--- src/ifg_pkg.sv ---
`timescale 1ns / 1ps
// ----------------------------------------------------------------------------
// ifg_pkg
// Shared types and constants of the forward-difference gradient block.
// ----------------------------------------------------------------------------
package ifg_pkg;

    // configuration register widths and reset values
    localparam int FW_BITS  = 13;
    localparam int FH_BITS  = 16;
    localparam int ROW_BITS = 16;

    localparam logic [FW_BITS-1:0] FRAME_WIDTH_RESET  = 13'd640;
    localparam logic [FH_BITS-1:0] FRAME_HEIGHT_RESET = 16'd480;

    // configuration port
    localparam int CFG_INDEX_BITS = 4;
    localparam int CFG_DATA_BITS  = 16;

    localparam logic [CFG_INDEX_BITS-1:0] REG_FRAME_WIDTH  = 4'd0;
    localparam logic [CFG_INDEX_BITS-1:0] REG_FRAME_HEIGHT = 4'd1;

    // position flags of an accepted pixel, handed to the result sequencer
    typedef struct packed {
        logic has_above;   // a row above exists, its result is complete
        logic last_col;
        logic last_row;
        logic col_nz;      // left neighbour exists
    } ifg_ctrl_t;

endpackage

--- src/ifg_emit.sv ---
`timescale 1ns / 1ps
// ----------------------------------------------------------------------------
// ifg_emit
// Result sequencer: holds one pixel and issues its up to three results,
// one per cycle into the output register while that register is not stalled.
// ----------------------------------------------------------------------------
module ifg_emit #(
    parameter int PIXEL_BITS = 16,
    parameter int COL_BITS   = 12
) (
    input  logic                             clk,
    input  logic                             rst_n,
    input  logic                             load,
    input  ifg_pkg::ifg_ctrl_t               load_ctrl,
    input  logic signed [PIXEL_BITS-1:0]     load_pixel,
    input  logic signed [PIXEL_BITS-1:0]     load_prev,
    input  logic [ifg_pkg::ROW_BITS-1:0]     load_row,
    input  logic [COL_BITS-1:0]              load_col,
    input  logic signed [PIXEL_BITS-1:0]     above,
    input  logic signed [PIXEL_BITS-1:0]     right,
    output logic                             free,
    output logic                             grad_valid,
    input  logic                             grad_stall,
    output logic [ifg_pkg::ROW_BITS-1:0]     row,
    output logic [COL_BITS-1:0]              col,
    output logic signed [PIXEL_BITS:0]       grad_x,
    output logic signed [PIXEL_BITS:0]       grad_y,
    output logic                             run_last
);

    import ifg_pkg::*;

    // pending results, bit 0: row above, bit 1: left pixel, bit 2: this pixel
    logic [2:0]                   pend_reg, pend_next, pend_left;
    logic signed [PIXEL_BITS-1:0] pixel_reg, prev_reg;
    logic [ROW_BITS-1:0]          s1_row_reg;
    logic [COL_BITS-1:0]          s1_col_reg;
    logic                         last_col_reg;

    logic                         out_valid_reg, out_valid_next;
    logic [ROW_BITS-1:0]          row_reg, row_next;
    logic [COL_BITS-1:0]          col_reg, col_next;
    logic signed [PIXEL_BITS:0]   gx_reg, gx_next, gy_reg, gy_next;
    logic                         last_reg;

    logic                         slot_free, issue;
    logic signed [PIXEL_BITS:0]   pix_x, prev_x, above_x, right_x;

    assign slot_free = !out_valid_reg || !grad_stall;
    assign issue     = (pend_reg != 3'b000) && slot_free;
    assign pend_left = pend_reg & (pend_reg - 3'b001);
    assign free      = (pend_reg == 3'b000) || (issue && (pend_left == 3'b000));

    assign pix_x   = {pixel_reg[PIXEL_BITS-1], pixel_reg};
    assign prev_x  = {prev_reg[PIXEL_BITS-1], prev_reg};
    assign above_x = {above[PIXEL_BITS-1], above};
    assign right_x = {right[PIXEL_BITS-1], right};

    // pick the oldest pending result
    always_comb
    begin
        row_next = s1_row_reg;
        col_next = s1_col_reg;
        gx_next  = '0;
        gy_next  = '0;
        if (pend_reg[0])
        begin
            row_next = s1_row_reg - ROW_BITS'(1);
            gx_next  = last_col_reg ? '0 : right_x - above_x;
            gy_next  = pix_x - above_x;
        end
        else if (pend_reg[1])
        begin
            col_next = s1_col_reg - COL_BITS'(1);
            gx_next  = pix_x - prev_x;
        end
    end

    // pending mask and output valid
    always_comb
    begin
        if (load)
        begin
            pend_next = {load_ctrl.last_row && load_ctrl.last_col,
                         load_ctrl.last_row && load_ctrl.col_nz,
                         load_ctrl.has_above};
        end
        else if (issue)
        begin
            pend_next = pend_left;
        end
        else
        begin
            pend_next = pend_reg;
        end

        if (issue)
        begin
            out_valid_next = 1'b1;
        end
        else if (grad_stall)
        begin
            out_valid_next = out_valid_reg;
        end
        else
        begin
            out_valid_next = 1'b0;
        end
    end

    // control state
    always_ff @(posedge clk or negedge rst_n)
    begin
        if (!rst_n)
        begin
            pend_reg      <= 3'b000;
            out_valid_reg <= 1'b0;
        end
        else
        begin
            pend_reg      <= pend_next;
            out_valid_reg <= out_valid_next;
        end
    end

    // held pixel
    always_ff @(posedge clk)
    begin
        if (load)
        begin
            pixel_reg    <= load_pixel;
            prev_reg     <= load_prev;
            s1_row_reg   <= load_row;
            s1_col_reg   <= load_col;
            last_col_reg <= load_ctrl.last_col;
        end
    end

    // output register
    always_ff @(posedge clk)
    begin
        if (issue)
        begin
            row_reg  <= row_next;
            col_reg  <= col_next;
            gx_reg   <= gx_next;
            gy_reg   <= gy_next;
            last_reg <= (pend_left == 3'b000);
        end
    end

    assign grad_valid = out_valid_reg;
    assign row        = row_reg;
    assign col        = col_reg;
    assign grad_x     = gx_reg;
    assign grad_y     = gy_reg;
    assign run_last   = last_reg;

endmodule
--- config.mk ---
export PLATFORM = sky130hd
export DESIGN_NAME = ifg_emit
export DESIGN_NICKNAME = d
export VERILOG_FILES = /design/src/ifg_pkg.sv /design/src/ifg_emit.sv
export SDC_FILE = /design/constraint.sdc
export NUM_CORES = 1
export LEC_CHECK = 0
export BUFFER_PORTS_ARGS = -buffer_cell sky130_fd_sc_hd__buf_2
export CORE_ASPECT_RATIO = 2
export CORE_MARGIN = 8
export CORE_UTILIZATION = 59
export DETAILED_ROUTE_END_ITERATION = 6
export PLACE_DENSITY_LB_ADDON = 0.12
export SYNTH_ARGS = -nofsm -noshare
export SYNTH_HDL_FRONTEND = slang
export SYNTH_SLANG_ARGS = --single-unit
--- constraint.sdc ---
create_clock -name clk -period 9.7 [get_ports clk]
set_clock_uncertainty 0.2 [all_clocks]
set_input_delay 0 -clock clk [delete_from_list [all_inputs] [get_ports clk]]
set_output_delay 0 -clock clk [all_outputs]
set_load 0.1 [all_outputs]
==> impl_metrics.xml <==
<?xml version="1.0" encoding="UTF-8"?>
<metrics>
  <group name="detailed_routing">
    <metric name="vias" unit="">5999</metric>
    <metric name="routed_wirelength" unit="µm">21700</metric>
    <metric name="vias_per_cell" unit="">5.90</metric>
    <metric name="ant_nets" unit="">0</metric>
    <metric name="drt_drc_violations_left" unit="">0</metric>
    <metric name="dr.pass1.iters" unit="">5</metric>
    <metric name="detailedRoute.firstIterationViolations" unit="">355</metric>
    <metric name="route.detailed.wl_per_inst" unit="µm">21.3</metric>
  </group>
  <group name="sta">
    <metric name="finalSetupViolCount" unit="">0</metric>
    <metric name="period_share" unit="">0.292</metric>
    <metric name="timing_hold_violations_final" unit="">0</metric>
    <metric name="slew_viol_final" unit="">0</metric>
    <metric name="setup_ws" unit="ps">6870</metric>
    <metric name="setup_tns" unit="ps">0</metric>
    <metric name="grt_setup_unrepaired" unit="">no</metric>
    <metric name="worstMarginPinSlew" unit="ps">892</metric>
    <metric name="timing.fmax" unit="MHz">353</metric>
    <metric name="worst_hold_slack_across_all_endpoints" unit="ps">26.1</metric>
    <metric name="layout_min_cycle_time" unit="ps">2830</metric>
    <metric name="timing.slew.headroom" unit="">0.400</metric>
  </group>
  <group name="critical_path">
    <metric name="end_kind" unit="">register</metric>
    <metric name="worstPathArrival" unit="ps">2680</metric>
    <metric name="critical_path_required" unit="ps">9550</metric>
    <metric name="crit_path_max_fanout" unit="">39</metric>
    <metric name="worst_setup_path_start_kind" unit="">register</metric>
    <metric name="path_class" unit="">register to register</metric>
  </group>
  <group name="clock_network">
    <metric name="cts-buffers-inserted" unit="">17</metric>
    <metric name="cts_buffer_depth" unit="">2</metric>
    <metric name="htree_levels" unit="">4</metric>
    <metric name="clk_pin_slew" unit="ps">60</metric>
    <metric name="cts.sink_count" unit="">128</metric>
    <metric name="clk-insertion-delay-late" unit="ps">420</metric>
    <metric name="clock_tree_from_tritoncts" unit="">built</metric>
    <metric name="clock_tree.root_cell" unit="">sky130_fd_sc_hd__clkbuf_16</metric>
  </group>
  <group name="layout">
    <metric name="post-route-util" unit="">0.802</metric>
    <metric name="layout.cells.non_filler" unit="">1016</metric>
    <metric name="final.fill_count" unit="">698</metric>
    <metric name="postLayoutCellArea" unit="µm²">9330</metric>
    <metric name="drive_above_1_share" unit="">0.243</metric>
    <metric name="nNetsFinal" unit="">1011</metric>
    <metric name="n_antenna_cell" unit="">0</metric>
    <metric name="area_growth" unit="%">33.1</metric>
  </group>
  <group name="synthesis">
    <metric name="yosys.cell_types.count" unit="">61</metric>
    <metric name="synth_flop_cell" unit="">sky130_fd_sc_hd__edfxtp_1</metric>
    <metric name="yosysSeqAreaShare" unit="">0.546</metric>
    <metric name="synth_fp_nets" unit="">760</metric>
    <metric name="mappedNetlistArea" unit="µm²">7010</metric>
    <metric name="postSynthAreaPerCell" unit="µm²">11.5</metric>
    <metric name="synth_instances" unit="">607</metric>
    <metric name="synth-edff-count" unit="">124</metric>
    <metric name="ys_seq_elements" unit="">128</metric>
    <metric name="async_flop_share" unit="">0.0313</metric>
    <metric name="synth_warnings" unit="">0</metric>
  </group>
  <group name="global_route">
    <metric name="grt_start_max_net_pins" unit="">68</metric>
    <metric name="globalRouteTotalUtil" unit="">0.280</metric>
    <metric name="gr-total-overflow" unit="">0</metric>
    <metric name="grt_pass1_wl" unit="µm">33600</metric>
    <metric name="grt_pass1_vias" unit="">6414</metric>
    <metric name="grt_antenna_before_repair" unit="">1</metric>
  </group>
  <group name="floorplanning">
    <metric name="die_height" unit="µm">170</metric>
    <metric name="placementRows" unit="">56</metric>
    <metric name="starting_density_of_the_core" unit="">0.602</metric>
    <metric name="die_width" unit="µm">93.1</metric>
    <metric name="ioPinCount" unit="">165</metric>
    <metric name="dieArea" unit="µm²">15800</metric>
    <metric name="core-area" unit="µm²">11600</metric>
  </group>
  <group name="placement">
    <metric name="dp_hpwl" unit="µm">15200</metric>
    <metric name="routabilityCongestion" unit="">0.938</metric>
    <metric name="numPortBuffers" unit="">164</metric>
    <metric name="detailed_place.area" unit="µm²">7990</metric>
    <metric name="placement.setup.worst_slack" unit="ps">6900</metric>
    <metric name="inst_count_dp" unit="">908</metric>
  </group>
  <group name="flow_run">
    <metric name="cap_violations" unit="">0</metric>
  </group>
  <group name="pwr">
    <metric name="clock_power_share" unit="">0.332</metric>
    <metric name="leakage" unit="nW">3.99</metric>
    <metric name="pwr-share-comb" unit="">0.297</metric>
    <metric name="switching_power" unit="mW">0.690</metric>
    <metric name="report.power.total" unit="mW">1.90</metric>
    <metric name="vdd_drop_max" unit="V">0.000174</metric>
    <metric name="power.density_cell_area" unit="nW/µm²">203</metric>
    <metric name="power.share.sequential" unit="">0.371</metric>
    <metric name="power_switching_share" unit="">0.364</metric>
    <metric name="p_int" unit="mW">1.21</metric>
  </group>
  <group name="worst_hold_path">
    <metric name="worst_hold_path_type" unit="">primary input to register</metric>
  </group>
  <group name="outcome">
    <metric name="run_status" unit="">finished, final reports clean</metric>
  </group>
</metrics>
power by group through the flow:
stage	registers [mW]	logic, mW	clock network (mW)
floorplan	0.923	0.199	0
global placement	0.710	0.525	0
detailed placement	0.713	0.532	0
CTS	0.702	0.559	0.630
global route	0.708	0.596	0.651
finish	0.703	0.564	0.631
metal layers:
layer	part of all wire	GRT usage	up-vias
met2	0.56	0.530	307
li1	-	-	2756
met1	0.32	0.263	2854
met3	0.064	0.0649	80
met4	0.051	0.160	2
met5	0.00046	0	-
worst max-delay path, cell delays in order, from the launching register on:
cell and delay, ps:
sky130_fd_sc_hd__dfrtp_1 760, sky130_fd_sc_hd__nor3_1 200, sky130_fd_sc_hd__nor2_4 690, sky130_fd_sc_hd__buf_4 590
path summary, 6_finish.rpt:
check | startpoint | endpoint | slack (ps) | cells past startpoint
max | pend_reg[0] | grad_y[12] | 6870 | 3
min | right[12] | grad_x[13] | 30 | 4
max reg2reg | pend_reg[0] | grad_y[12] | 6870 | 3
min reg2reg | s1_row_reg[15] | row[15] | 360 | 1
max in group asynchronous | rst_n | grad_valid | 8840 | 3
min in group asynchronous | rst_n | pend_reg[2] | 280 | 3
cells in the final DEF, fill, tap and decap left out, types with 5 or more instances in the layout:
cell	count
sky130_fd_sc_hd__nor4_1	8
sky130_fd_sc_hd__nor2b_1	8
sky130_fd_sc_hd__clkbuf_16	17
sky130_fd_sc_hd__ha_1	50
sky130_fd_sc_hd__buf_2	164
sky130_fd_sc_hd__a211oi_1	5
sky130_fd_sc_hd__o21ai_0	30
sky130_fd_sc_hd__nand2_1	45
sky130_fd_sc_hd__a31oi_1	5
sky130_fd_sc_hd__inv_1	46
sky130_fd_sc_hd__xor2_1	27
sky130_fd_sc_hd__dlygate4sd3_1	76
sky130_fd_sc_hd__a21o_1	10
sky130_fd_sc_hd__edfxtp_1	124
sky130_fd_sc_hd__xnor2_1	24
sky130_fd_sc_hd__nor3_1	24
sky130_fd_sc_hd__o21a_1	13
sky130_fd_sc_hd__nand3_1	10
sky130_fd_sc_hd__o22ai_1	12
sky130_fd_sc_hd__nor2_1	33
sky130_fd_sc_hd__nand2b_1	17
sky130_fd_sc_hd__a21oi_1	35
cell families after synthesis:
kind of cell | after synthesis | synth area share
and+or+nand+nor | 167 | 0.119
buffers and inverters | 57 | 0.0305
adders and majority gates | 54 | 0.0993
xor gates and xnor gates | 51 | 0.0638
muxes | 3 | 0.00429
DFF | 128 | 0.546
AOI/OAI and AO/OA | 147 | 0.138
timing repair:
| item | 4_1_cts | 5_1_grt |
|---|---|---|
| buffers inserted | 0 | 0 |
| resized for setup | 0 | 0 |
| endpoints found under the setup margin | 0 | 0 |
| hold endpoints to repair | 77 | 0 |
| hold buffers | 76 | 0 |
synth_stat cells (3+ instances only):
cell type	count	share of area
sky130_fd_sc_hd__a211oi_1	5	0.0054
sky130_fd_sc_hd__a21o_1	10	0.011
sky130_fd_sc_hd__a21oi_1	35	0.025
sky130_fd_sc_hd__a31oi_1	5	0.0045
sky130_fd_sc_hd__and2_1	3	0.0027
sky130_fd_sc_hd__and3_1	4	0.0036
sky130_fd_sc_hd__clkbuf_1	9	0.0048
sky130_fd_sc_hd__dfrtp_1	4	0.014
sky130_fd_sc_hd__edfxtp_1	124	0.53
sky130_fd_sc_hd__fa_1	3	0.0086
sky130_fd_sc_hd__ha_1	50	0.089
sky130_fd_sc_hd__inv_1	46	0.025
sky130_fd_sc_hd__mux2i_1	3	0.0043
sky130_fd_sc_hd__nand2_1	45	0.024
sky130_fd_sc_hd__nand2b_1	17	0.015
sky130_fd_sc_hd__nand3_1	10	0.0071
sky130_fd_sc_hd__nor2_1	34	0.018
sky130_fd_sc_hd__nor2b_1	8	0.0071
sky130_fd_sc_hd__nor3_1	24	0.017
sky130_fd_sc_hd__nor4_1	8	0.0071
sky130_fd_sc_hd__o211ai_1	3	0.0032
sky130_fd_sc_hd__o21a_1	13	0.014
sky130_fd_sc_hd__o21ai_0	30	0.021
sky130_fd_sc_hd__o22ai_1	12	0.011
sky130_fd_sc_hd__o31a_1	4	0.0050
sky130_fd_sc_hd__o31ai_1	3	0.0032
sky130_fd_sc_hd__o32ai_1	3	0.0038
sky130_fd_sc_hd__xnor2_1	24	0.030
sky130_fd_sc_hd__xor2_1	27	0.034
area by class of cell:
type / instances / area [µm²] / area share
tap: 145 / 181 / 0.0195
inverter: 47 / 176 / 0.0189
timing repair buffer: 242 / 1600 / 0.171
clock buffer: 19 / 433 / 0.0464
sequential: 128 / 3820 / 0.410
multi-input combinational: 422 / 2980 / 0.319
clock inverter: 13 / 141 / 0.0152
No activity file was read; power rests on OpenSTA's default activity.
